--- src/tiny_mlp_sigmoid_classifier_defines.svh ---
// assertion macros for the classifier pipeline
`ifndef TINY_MLP_SIGMOID_CLASSIFIER_DEFINES_SVH
`define TINY_MLP_SIGMOID_CLASSIFIER_DEFINES_SVH

// same-cycle implication, sampled on clk, off while rst_n is low
`define TMSC_ASSERT_IMPL(lbl, ante, cons) \
  lbl: assert property (@(posedge clk) disable iff (!rst_n) (ante) |-> (cons)) \
    else $error("pipeline check failed");

// next-cycle implication, sampled on clk, off while rst_n is low
`define TMSC_ASSERT_NEXT(lbl, ante, cons) \
  lbl: assert property (@(posedge clk) disable iff (!rst_n) (ante) |=> (cons)) \
    else $error("pipeline check failed");

`endif

--- src/tmsc_pkg.sv ---
// shared types, register map and sigmoid table of the classifier
package tmsc_pkg;

  localparam int NUM_FEAT   = 7;
  localparam int NUM_STAGES = 5;
  localparam int ADDR_W     = 5;
  localparam int DATA_W     = 64;

  // register indexes, byte address is 8 * index
  localparam logic [1:0] REG_HIDDEN_A = 2'd0;
  localparam logic [1:0] REG_HIDDEN_B = 2'd1;
  localparam logic [1:0] REG_OUTPUT   = 2'd2;

  localparam logic [9:0] PRED_THRESHOLD = 10'd128;

  typedef logic [NUM_FEAT-1:0][7:0] feat_vec_t;

  typedef struct packed {
    logic [63:0] hidden_a;
    logic [63:0] hidden_b;
    logic [23:0] out_w;
  } weights_t;

  // per-stage load enables
  typedef struct packed {
    logic s1;
    logic s2;
    logic s3;
    logic s4;
    logic s5;
  } stage_en_t;

  localparam logic [7:0] SIG_TABLE [0:255] = '{
    8'd12,  8'd12,  8'd12,  8'd12,  8'd13,  8'd13,  8'd13,  8'd14,
    8'd14,  8'd14,  8'd15,  8'd15,  8'd15,  8'd16,  8'd16,  8'd16,
    8'd17,  8'd17,  8'd18,  8'd18,  8'd18,  8'd19,  8'd19,  8'd20,
    8'd20,  8'd21,  8'd21,  8'd21,  8'd22,  8'd22,  8'd23,  8'd23,
    8'd24,  8'd24,  8'd25,  8'd26,  8'd26,  8'd27,  8'd27,  8'd28,
    8'd28,  8'd29,  8'd30,  8'd30,  8'd31,  8'd32,  8'd32,  8'd33,
    8'd34,  8'd34,  8'd35,  8'd36,  8'd36,  8'd37,  8'd38,  8'd39,
    8'd39,  8'd40,  8'd41,  8'd42,  8'd43,  8'd44,  8'd44,  8'd45,
    8'd46,  8'd47,  8'd48,  8'd49,  8'd50,  8'd51,  8'd52,  8'd53,
    8'd54,  8'd55,  8'd56,  8'd57,  8'd58,  8'd59,  8'd60,  8'd61,
    8'd62,  8'd63,  8'd64,  8'd66,  8'd67,  8'd68,  8'd69,  8'd70,
    8'd72,  8'd73,  8'd74,  8'd75,  8'd76,  8'd78,  8'd79,  8'd80,
    8'd82,  8'd83,  8'd84,  8'd86,  8'd87,  8'd88,  8'd90,  8'd91,
    8'd92,  8'd94,  8'd95,  8'd97,  8'd98,  8'd99,  8'd101, 8'd102,
    8'd104, 8'd105, 8'd107, 8'd108, 8'd110, 8'd111, 8'd113, 8'd114,
    8'd116, 8'd117, 8'd119, 8'd120, 8'd122, 8'd123, 8'd125, 8'd126,
    8'd128, 8'd129, 8'd130, 8'd132, 8'd133, 8'd135, 8'd136, 8'd138,
    8'd139, 8'd141, 8'd142, 8'd144, 8'd145, 8'd147, 8'd148, 8'd150,
    8'd151, 8'd153, 8'd154, 8'd156, 8'd157, 8'd158, 8'd160, 8'd161,
    8'd163, 8'd164, 8'd165, 8'd167, 8'd168, 8'd169, 8'd171, 8'd172,
    8'd173, 8'd175, 8'd176, 8'd177, 8'd179, 8'd180, 8'd181, 8'd182,
    8'd183, 8'd185, 8'd186, 8'd187, 8'd188, 8'd189, 8'd191, 8'd192,
    8'd193, 8'd194, 8'd195, 8'd196, 8'd197, 8'd198, 8'd199, 8'd200,
    8'd201, 8'd202, 8'd203, 8'd204, 8'd205, 8'd206, 8'd207, 8'd208,
    8'd209, 8'd210, 8'd211, 8'd211, 8'd212, 8'd213, 8'd214, 8'd215,
    8'd216, 8'd216, 8'd217, 8'd218, 8'd219, 8'd219, 8'd220, 8'd221,
    8'd221, 8'd222, 8'd223, 8'd223, 8'd224, 8'd225, 8'd225, 8'd226,
    8'd227, 8'd227, 8'd228, 8'd228, 8'd229, 8'd229, 8'd230, 8'd231,
    8'd231, 8'd232, 8'd232, 8'd233, 8'd233, 8'd234, 8'd234, 8'd234,
    8'd235, 8'd235, 8'd236, 8'd236, 8'd237, 8'd237, 8'd237, 8'd238,
    8'd238, 8'd239, 8'd239, 8'd239, 8'd240, 8'd240, 8'd240, 8'd241,
    8'd241, 8'd241, 8'd242, 8'd242, 8'd242, 8'd243, 8'd243, 8'd243
  };

endpackage

--- src/tiny_mlp_sigmoid_classifier.sv ---
// top level of the two-layer sigmoid classifier pipeline
//
//   channel  | direction | handshake           | payload
//   in_      | sink      | in_valid/in_ready   | seven feature bytes, sample_is_last
//   out_     | source    | out_valid/out_ready | prediction, result_is_last
//   apb      | slave     | psel/penable/pready | three weight registers, 64-bit data
//
// one sample enters per cycle while in_ready is high; each result passes through
// five register stages: products, sum, sigmoid lookup, output products, threshold
// rst_n clears the stage valid bits and the weight registers (all weights zero)
// each stage loads when empty or when the stage after it moves, so bubbles fill
// while out_ready is low and nothing is dropped or repeated
// in_ready falls only when all five stages hold a result
`include "tiny_mlp_sigmoid_classifier_defines.svh"

module tiny_mlp_sigmoid_classifier import tmsc_pkg::*; (
  input  logic              clk,
  input  logic              rst_n,
  // sample input
  input  logic              in_valid,
  output logic              in_ready,
  input  logic [7:0]        in_feature_one,
  input  logic [7:0]        in_feature_two,
  input  logic [7:0]        in_feature_three,
  input  logic [7:0]        in_feature_four,
  input  logic [7:0]        in_feature_five,
  input  logic [7:0]        in_feature_six,
  input  logic [7:0]        in_feature_seven,
  input  logic              in_sample_is_last,
  // prediction output
  output logic              out_valid,
  input  logic              out_ready,
  output logic              out_prediction,
  output logic              out_result_is_last,
  // register port
  input  logic              psel,
  input  logic              penable,
  input  logic              pwrite,
  input  logic [ADDR_W-1:0] paddr,
  input  logic [DATA_W-1:0] pwdata,
  output logic [DATA_W-1:0] prdata,
  output logic              pready
);

  weights_t               weights;
  feat_vec_t              feat;
  stage_en_t              en;
  logic [NUM_STAGES-1:0]  valid_r;
  logic [NUM_STAGES-1:0]  last_r;
  logic [NUM_STAGES-1:0]  rdy;
  logic [7:0]             sig_a;
  logic [7:0]             sig_b;
  logic                   pred;
  logic                   in_xfer;
  logic                   out_xfer;

  assign feat = {in_feature_seven, in_feature_six, in_feature_five, in_feature_four,
                 in_feature_three, in_feature_two, in_feature_one};

  // a stage may load when it is empty or its content moves on this cycle
  always_comb begin
    rdy[NUM_STAGES-1] = !valid_r[NUM_STAGES-1] || out_ready;
    for (int i = NUM_STAGES - 2; i >= 0; i--) begin
      rdy[i] = !valid_r[i] || rdy[i+1];
    end
  end

  assign en = '{s1: rdy[0], s2: rdy[1], s3: rdy[2], s4: rdy[3], s5: rdy[4]};

  assign in_ready = rdy[0];
  assign in_xfer  = in_valid && in_ready;
  assign out_xfer = out_valid && out_ready;

  // valid bits and last flag travel with the data
  always_ff @(posedge clk) begin
    if (!rst_n) begin
      valid_r <= '0;
    end else begin
      if (rdy[0]) begin
        valid_r[0] <= in_valid;
      end
      for (int i = 1; i < NUM_STAGES; i++) begin
        if (rdy[i]) begin
          valid_r[i] <= valid_r[i-1];
        end
      end
    end
  end

  always_ff @(posedge clk) begin
    if (rdy[0]) begin
      last_r[0] <= in_sample_is_last;
    end
    for (int i = 1; i < NUM_STAGES; i++) begin
      if (rdy[i]) begin
        last_r[i] <= last_r[i-1];
      end
    end
  end

  tmsc_regs u_regs (
    .clk     (clk),
    .rst_n   (rst_n),
    .psel    (psel),
    .penable (penable),
    .pwrite  (pwrite),
    .paddr   (paddr),
    .pwdata  (pwdata),
    .prdata  (prdata),
    .pready  (pready),
    .weights (weights)
  );

  // stages 1 to 3, one unit per hidden neuron
  tmsc_hidden u_hidden_a (
    .clk     (clk),
    .en      (en),
    .feat    (feat),
    .weights (weights.hidden_a),
    .sig     (sig_a)
  );

  tmsc_hidden u_hidden_b (
    .clk     (clk),
    .en      (en),
    .feat    (feat),
    .weights (weights.hidden_b),
    .sig     (sig_b)
  );

  // stages 4 and 5
  tmsc_out u_out (
    .clk   (clk),
    .en    (en),
    .sig_a (sig_a),
    .sig_b (sig_b),
    .out_w (weights.out_w),
    .pred  (pred)
  );

  assign out_valid          = valid_r[NUM_STAGES-1];
  assign out_prediction     = pred;
  assign out_result_is_last = last_r[NUM_STAGES-1];

  // input only backs up when every stage is occupied
  `TMSC_ASSERT_IMPL(a_full_stall, !in_ready, &valid_r)
  // a draining output never blocks the input
  `TMSC_ASSERT_IMPL(a_drain_ready, out_ready, in_ready)
  // items in flight change only by transfers in and out
  `TMSC_ASSERT_NEXT(a_occupancy, 1'b1,
    $countones(valid_r) == $countones($past(valid_r)) + $past(in_xfer) - $past(out_xfer))

endmodule

--- src/tmsc_regs.sv ---
// apb register file holding the neuron weights
module tmsc_regs import tmsc_pkg::*; (
  input  logic              clk,
  input  logic              rst_n,
  input  logic              psel,
  input  logic              penable,
  input  logic              pwrite,
  input  logic [ADDR_W-1:0] paddr,
  input  logic [DATA_W-1:0] pwdata,
  output logic [DATA_W-1:0] prdata,
  output logic              pready,
  output weights_t          weights
);

  weights_t   weights_r;
  logic [1:0] reg_idx;
  logic       wr_en;

  assign reg_idx = paddr[4:3];
  assign pready  = 1'b1;
  assign wr_en   = psel && penable && pwrite && pready;
  assign weights = weights_r;

  always_ff @(posedge clk) begin
    if (!rst_n) begin
      weights_r <= '0;
    end else if (wr_en) begin
      unique case (reg_idx)
        REG_HIDDEN_A: weights_r.hidden_a <= pwdata;
        REG_HIDDEN_B: weights_r.hidden_b <= pwdata;
        REG_OUTPUT:   weights_r.out_w    <= pwdata[23:0];
        default: ;
      endcase
    end
  end

  always_comb begin
    unique case (reg_idx)
      REG_HIDDEN_A: prdata = weights_r.hidden_a;
      REG_HIDDEN_B: prdata = weights_r.hidden_b;
      REG_OUTPUT:   prdata = {40'd0, weights_r.out_w};
      default:      prdata = '0;
    endcase
  end

endmodule

--- src/tmsc_hidden.sv ---
// hidden neuron: products, sum and sigmoid lookup over three stages
module tmsc_hidden import tmsc_pkg::*; (
  input  logic        clk,
  input  stage_en_t   en,
  input  feat_vec_t   feat,
  input  logic [63:0] weights,
  output logic [7:0]  sig
);

  logic [NUM_FEAT-1:0][15:0] prod_r;
  logic [7:0]                bias_r;
  logic [18:0]               sum;
  logic [7:0]                idx_r;
  logic [7:0]                sig_r;

  // stage 1: feature times weight, weight k sits in byte k+1, bias in byte 0
  always_ff @(posedge clk) begin
    if (en.s1) begin
      for (int k = 0; k < NUM_FEAT; k++) begin
        prod_r[k] <= feat[k] * weights[8*(k+1) +: 8];
      end
      bias_r <= weights[7:0];
    end
  end

  // stage 2: bias*256 plus products, keep bits 15:8 as table index
  always_comb begin
    sum = {3'd0, bias_r, 8'd0};
    for (int k = 0; k < NUM_FEAT; k++) begin
      sum = sum + {3'd0, prod_r[k]};
    end
  end

  always_ff @(posedge clk) begin
    if (en.s2) begin
      idx_r <= sum[15:8];
    end
  end

  // stage 3: sigmoid lookup
  always_ff @(posedge clk) begin
    if (en.s3) begin
      sig_r <= SIG_TABLE[idx_r];
    end
  end

  assign sig = sig_r;

endmodule

--- src/tmsc_out.sv ---
// output neuron: weighted sigmoids and threshold over two stages
module tmsc_out import tmsc_pkg::*; (
  input  logic        clk,
  input  stage_en_t   en,
  input  logic [7:0]  sig_a,
  input  logic [7:0]  sig_b,
  input  logic [23:0] out_w,
  output logic        pred
);

  logic [15:0] prod_a_r;
  logic [15:0] prod_b_r;
  logic [7:0]  bias_r;
  logic [17:0] acc;
  logic        pred_r;

  always_ff @(posedge clk) begin
    if (en.s4) begin
      prod_a_r <= sig_a * out_w[15:8];
      prod_b_r <= sig_b * out_w[23:16];
      bias_r   <= out_w[7:0];
    end
  end

  assign acc = {2'd0, bias_r, 8'd0} + {2'd0, prod_a_r} + {2'd0, prod_b_r};

  always_ff @(posedge clk) begin
    if (en.s5) begin
      pred_r <= acc[17:8] > PRED_THRESHOLD;
    end
  end

  assign pred = pred_r;

endmodule

--- config.mk ---
export PLATFORM = sky130hd
export DESIGN_NAME = tiny_mlp_sigmoid_classifier
export DESIGN_NICKNAME = d
export VERILOG_FILES = /design/src/tmsc_pkg.sv /design/src/tiny_mlp_sigmoid_classifier.sv /design/src/tmsc_regs.sv /design/src/tmsc_hidden.sv /design/src/tmsc_out.sv
export VERILOG_INCLUDE_DIRS = /design/src /design/src/src
export SDC_FILE = /design/constraint.sdc
export NUM_CORES = 2
export LEC_CHECK = 0
export ABC_CLOCK_PERIOD_IN_PS = 28300
export BUFFER_PORTS_ARGS = -buffer_cell sky130_fd_sc_hd__buf_2
export CORE_MARGIN = 4
export CORE_UTILIZATION = 38
export DETAILED_ROUTE_END_ITERATION = 6
export GPL_ROUTABILITY_DRIVEN = 0
export GPL_TIMING_DRIVEN = 1
export PLACE_DENSITY_LB_ADDON = 0.15
export SLEW_MARGIN = 20
export SYNTH_ARGS = -nofsm -noshare
export SYNTH_HDL_FRONTEND = slang
export SYNTH_SLANG_ARGS = --single-unit
--- constraint.sdc ---
create_clock -name clk -period 28.3 [get_ports clk]
set_input_delay 2.83 -clock clk [delete_from_list [all_inputs] [get_ports clk]]
set_output_delay 2.83 -clock clk [all_outputs]
set_load 0.01 [all_outputs]
# Word level (Yosys, flattened, before mapping)

Memory sizes are Yosys's and may differ from the RTL's. A register that Yosys moved wholly into a read port is not among the register bits.
Cells that the tools add are included.

Add/subtract/negate cells: 16
Multipliers: 16
Div/mod/pow operators: 0
Order comparisons: 1
Equal/unequal tests: 2
Shift operators: 0
Muxes and demuxes: 1
Bitwise logic cells: 2
Reduce and logical (&&, ||, !) cells: 16

Operators with widths:

| kind                                                                             | count |
|---|---|
| 8-bit by 8-bit multiplier with 16-bit output                                     | 16 |
| 16-bit adder                                                                     | 14 |
| 64-bit case mux with 3 select lines                                              | 1 |
| 18-bit by 16-bit adder with 18-bit output                                        | 1 |
| 8-bit NOT with 9-bit output                                                      | 2 |
| 16-bit by 16-bit adder with 17-bit output                                        | 1 |
| 10-bit by 8-bit greater-than comparator with 1-bit output, second input constant | 1 |
| 2-bit AND reduction                                                              | 3 |
| 1-bit zero test                                                                  | 5 |
| 1-bit logical OR                                                                 | 5 |
| 2-bit by 1-bit equality test with 1-bit output, second input constant            | 1 |
| 2-bit equality test, second input constant                                       | 1 |
| 1-bit logical AND                                                                | 2 |
| 2-bit zero test                                                                  | 1 |

Flip-flop bits (word level): 459
Latch bits: 0
RAM bits: 0
Memory bits (read-only): 4096
Input port bits: 133
Memories kept: 2

Memory list:

| name             | words | width | read ports | clocked after memory_dff | write ports | RTL line          | text |
|---|---|---|---|---|---|---|---|
| (name not given) | 256   | 8     | 1          | 1                        | 0           | tmsc_hidden.sv:43 | `sig_r <= SIG_TABLE[idx_r];` |
| (name not given) | 256   | 8     | 1          | 1                        | 0           | tmsc_hidden.sv:43 |  |

# Depth between registers and ports, before layout

Depth in word-level cells: 7
Depth in mapped cells: 18

# Modules after synthesis

A second synthesis with hierarchy kept.

Cell total of the unflattened synthesis: 6161
Area, all modules: 59355.7 µm²

Modules (own cells, without submodules):

| module                      | instances | cells an instance | area each (µm²) |
|---|---|---|---|
| tmsc_hidden (u_hidden_b)    | 1         | 2386              | 23045.9 |
| tmsc_hidden (u_hidden_a)    | 1         | 2413              | 23030.8 |
| tmsc_regs                   | 1         | 737               | 6799.0 |
| tmsc_out                    | 1         | 598               | 6134.6 |
| tiny_mlp_sigmoid_classifier | 1         | 27                | 345.3 |

# Least setup slack after synthesis

OpenSTA, ideal clock, no wires.

Kind: input to output
Start: input port out_ready
End: output port in_ready
Arrival: 8717 ps
Required time: 25470 ps
Slack: 16753 ps
Cell stages on the path: 3
Buffers on the path: 0
Cells stage by stage: nor2b_1 -> and3_1 -> nand3_1

Cells in the longest elaborated chain, start to end: 5

RTL lines:

| what                           | RTL line                          | text |
|---|---|---|
| start, declared                | tiny_mlp_sigmoid_classifier.sv:32 | `input logic out_ready,` |
| 1-bit logical OR               | tiny_mlp_sigmoid_classifier.sv:62 | `rdy[NUM_STAGES-1] = !valid_r[NUM_STAGES-1] \|\| out_ready;` |
| 1-bit logical OR (4 in series) | tiny_mlp_sigmoid_classifier.sv:64 | `rdy[i] = !valid_r[i] \|\| rdy[i+1];` |
| end, declared                  | tiny_mlp_sigmoid_classifier.sv:21 | `output logic in_ready,` |

No other way between the ends.

# Final worst setup path

Start: input port paddr[4]
End: output port prdata[13]

Cells in the longest elaborated chain, start to end: 2
Elaborated cells between the ends (all ways): 4
Those cells by class: 2 x eq/ne; 1 x mux; 1 x reduce/logical

RTL lines:

| what                                              | RTL line                          | text |
|---|---|---|
| start, declared                                   | tiny_mlp_sigmoid_classifier.sv:39 | `input logic [ADDR_W-1:0] paddr,` |
| 2-bit equality test, or another cell as far along | tmsc_regs.sv:38                   | `unique case (reg_idx)` |
| 64-bit case mux with 3 select lines *             | tmsc_regs.sv:38                   |  |
| end, declared                                     | tiny_mlp_sigmoid_classifier.sv:41 | `output logic [DATA_W-1:0] prdata,` |

Every way passes the cells marked *; elsewhere a longest branch is shown, timed or not.

==> impl_results.md <==
- H-tree depth: 3
- Area of the multi-input gates: ~42000 um2
- Die Area: around 160000 um2
- Setup Buffers After CTS: 0
- Clock buffer depth: 3
- CTS Buf Count: 66
- Mapped Area: around 60000 um2
- Vias in the first global route: about 44000
- Share of layout cells above drive strength 1: under 10%
- Initial Util: between 30% and 40%
- DR DRC count: 0
- Critical path's most frequent cell: buf_4
- CTS tree: yes
- Total track usage: 19.96%
- Nets: roughly 7900
- Warnings, synthesis: 0
- Hold Fails Final Rpt: 0
- FF-to-FF path depth: 14
- Setup violators final: 0
- Net Count, Synth: 7893
- Core area: ~160000 um2
- Final wirelength: approximately 160 mm
- Most used DFF post-synth: edfxtp_1
- Flop-to-flop setup slack: around 23000 ps
- Crit path kind: input pin to primary output
- Final period util: 27.74%
- Min-delay worst type: register to register
- Fin util: between 40% and 50%
- Number of synthesized register bits: 475
- Initial antenna violation count: 11
- Reg2reg end: u_hidden_a.prod_r[78]
- Post-synthesis sequential area ratio: approximately a fifth
- Vias per cell: 4.962
- Maximum vdd drop: between 0.04 and 0.05 mV
- Max-cap violation count: 0
- Slowest CP cell: buf_4
- Largest net degree at the start of global routing: 85
- Clock sink total: around 480
- Worst-margin pin slew: 1116 ps
- Slew headroom: between 20% and 30%
- Vias: approximately 42000
- Peak fanout along the critical path: 43
- Die Y: about 400 um
- Num rows: approximately 150
- Worst setup startpoint: paddr[4]
- Later-pin clock latency in the skew report: approximately 680 ps
- DRT iter0 DRCs: 2283
- Crit path largest cell delay: approximately 600 ps
- Worst hold slack: approximately 420 ps
- Synth async-reset ratio: 0%
- Worst Setup End Kind: primary output
- I/O Pins: ~200
- Total Neg Setup Slack: 0 ps
- Post-synth EDFFs: between 300 and 400
- PostCTS Resize Cnt: 0
- Crit-path cells: buf_4, buf_4, mux2i_1, o21ai_0, buf_2
- Per-cell routed wire length: about 19 um
- Worst Path Required: 25470 ps
- Storage element area: approximately 13000 um2
- Cts hold-fix bufs: 0
- RR Startpoint: u_regs.weights[130]
- Worst Path Arrival: approximately 5000 ps
- Post-route ant nets: 0
- Port bufs: around 200
- Pins Over Slew Limit: 0
- First-pass GRT wire length: 253.5 mm
- RSZ-0062 raised after global routing: false
- Final Skew: just over 40 ps
- Post-synthesis cell count: about 6400
- DIE WIDTH: 403.9 um
- Power density cells: between 30 and 40 nW/um2
- Final Power: ~2.3 mW
- Layout fillers: roughly 16000
- Status: finished clean
- Clock slew at reported path FFs: 50 ps
- Achievable Freq: 127.4 MHz
- CP endpoint: prdata[13]
- Unique masters post-synth: 77
- HPWL Detailed: 125.6 mm
- LEAKAGE: about 32 nW
- Layout Area Growth over Synthesis: 8.603%
- Avg Synthesized Cell Area: approximately 9.4 um2
- Startpoint Class: input pin
- Fin crit period: about 7900 ps
- Root buffer cell: clkbuf_16
- GRT overflow: 0
- DRT Pass-1 Iters: 7
## stage by stage
stage / instances / area (um2) / worst slack [ps]
after floorplan: 6366 / 59540 / 16750
after global placement: 8410 / 62370 / 20490
after detailed placement: 8410 / 62370 / 20470
after CTS: 8531 / 64630 / 20460
after global routing: 8535 / 64660 / 20380
final: 8537 / 64670 / 20450
## sequential cells by signal, summed over array words and instances, names as in the netlist
register / count
u_hidden_a.bias_r: 8
u_hidden_b.prod_r: 112
u_out.prod_b_r: 16
last_r: 5
u_hidden_a.idx_r: 8
u_hidden_a.sig: 8
u_regs.weights: 152
u_hidden_b.bias_r: 8
u_hidden_a.prod_r: 112
u_hidden_b.sig: 8
u_hidden_b.idx_r: 8
u_out.bias_r: 8
u_out.pred: 1
valid_r: 5
u_out.prod_a_r: 16
## cell type report
type / count / share of cell area (%)
Antenna cell: 5 / 0.01935
Clock buffer: 85 / 2.891
Clock inverter: 36 / 0.6056
Inverter: 1172 / 6.803
Multi-Input combinational cell: 4487 / 64.26
Sequential cell: 475 / 19.63
Tap cell: 2058 / 3.982
Timing Repair Buffer: 219 / 1.811
## where the power goes
part           internal, mW  leakage, nW  total (mW)  switching [mW]
combinational         0.221         26.2       0.591           0.370
sequential            0.770         5.14       0.820          0.0507
clock                 0.512         1.10       0.879           0.367
total                  1.50         32.5        2.29           0.787
## critical path: cells and delay by family
| family | cells | cell delay, ps |
|---|---|---|
| buffers and inverters | 3 | 1390 |
| multiplexers | 1 | 200 |
| AO/OA/AOI/OAI | 1 | 570 |
## cell families after synthesis
family | Yosys count | synth area share, %
XOR/XNOR | 221 | 3.251
AO/OA/AOI/OAI | 762 | 9.002
multiplexers | 84 | 1.685
adder cells (fa/ha/maj) | 1394 | 38.53
buffers and inverters | 1404 | 8.951
AND/OR/NAND/NOR | 2025 | 17.26
other | 1 | 0.006298
flip-flops | 475 | 21.32
## cells in the final DEF (no fill, tap or decap), drive strengths merged, types with 30 or more instances in the layout
master | netlist | final
buf | 51 | 219
clkbuf | 181 | 85
inv | 1172 | 1182
xor2 | 34 | 34
ha | 661 | 661
nand2 | 589 | 589
fa | 733 | 733
nand3 | 40 | 40
o41a | 30 | 30
a21oi | 135 | 135
o21ai | 158 | 158
nor2 | 315 | 315
a21boi | 173 | 173
xnor2 | 187 | 187
mux2i | 71 | 71
and2 | 886 | 886
dfxtp | 157 | 157
nor3 | 85 | 85
nor2b | 50 | 50
edfxtp | 318 | 318
o21a | 40 | 40
## routing by layer
layer | vias up | GRT usage (%) | routed length [um]
met5 | - | 0 | 41
met4 | 6 | 6.081 | 5192
met3 | 194 | 3.144 | 7028
met2 | 752 | 34.39 | 77780
met1 | 21080 | 25.82 | 70590
li1 | 20330 | - | -
## synth_stat cells (10+ instances only)
master / number / share of area (%)
mux2i_1: 71 / 1.2
a21boi_1: 15 / 0.19
o31ai_1: 10 / 0.13
nand2_1: 589 / 3.7
o21a_1: 40 / 0.50
buf_1: 18 / 0.11
o21ai_0: 125 / 1.1
o41a_1: 30 / 0.57
buf_2: 27 / 0.23
dfxtp_1: 157 / 5.3
o21bai_1: 10 / 0.13
nand3_1: 40 / 0.34
mux4_2: 13 / 0.49
nand2b_1: 10 / 0.11
a21oi_1: 135 / 1.1
or3_1: 15 / 0.16
a31oi_1: 22 / 0.23
o41ai_2: 14 / 0.38
clkbuf_1: 181 / 1.1
a41o_1: 16 / 0.27
nor3_1: 84 / 0.71
a211oi_1: 21 / 0.26
o41ai_1: 10 / 0.15
and3_1: 12 / 0.13
fa_1: 733 / 25
xor2_1: 34 / 0.50
nor2b_1: 50 / 0.53
a21o_1: 28 / 0.35
a21boi_0: 158 / 2.0
nor2_1: 315 / 2.0
ha_1: 661 / 14
o21ai_1: 33 / 0.28
and2_1: 886 / 9.3
xnor2_1: 187 / 2.8
edfxtp_1: 318 / 16
o211ai_1: 16 / 0.20
inv_1: 1169 / 7.4
## how the worst min path moves through the flow
stage                      endpoint  cells past startpoint       from  slack (ps)
after floorplan           last_r[1]                      0  last_r[0]         400
after global placement    last_r[4]                      0  last_r[3]         400
after detailed placement  last_r[4]                      0  last_r[3]         410
after CTS                 last_r[4]                      0  last_r[3]         420
after global routing      last_r[4]                      0  last_r[3]         430
final                     last_r[4]                      0  last_r[3]         420
No activity file was read; power rests on OpenSTA's default activity.
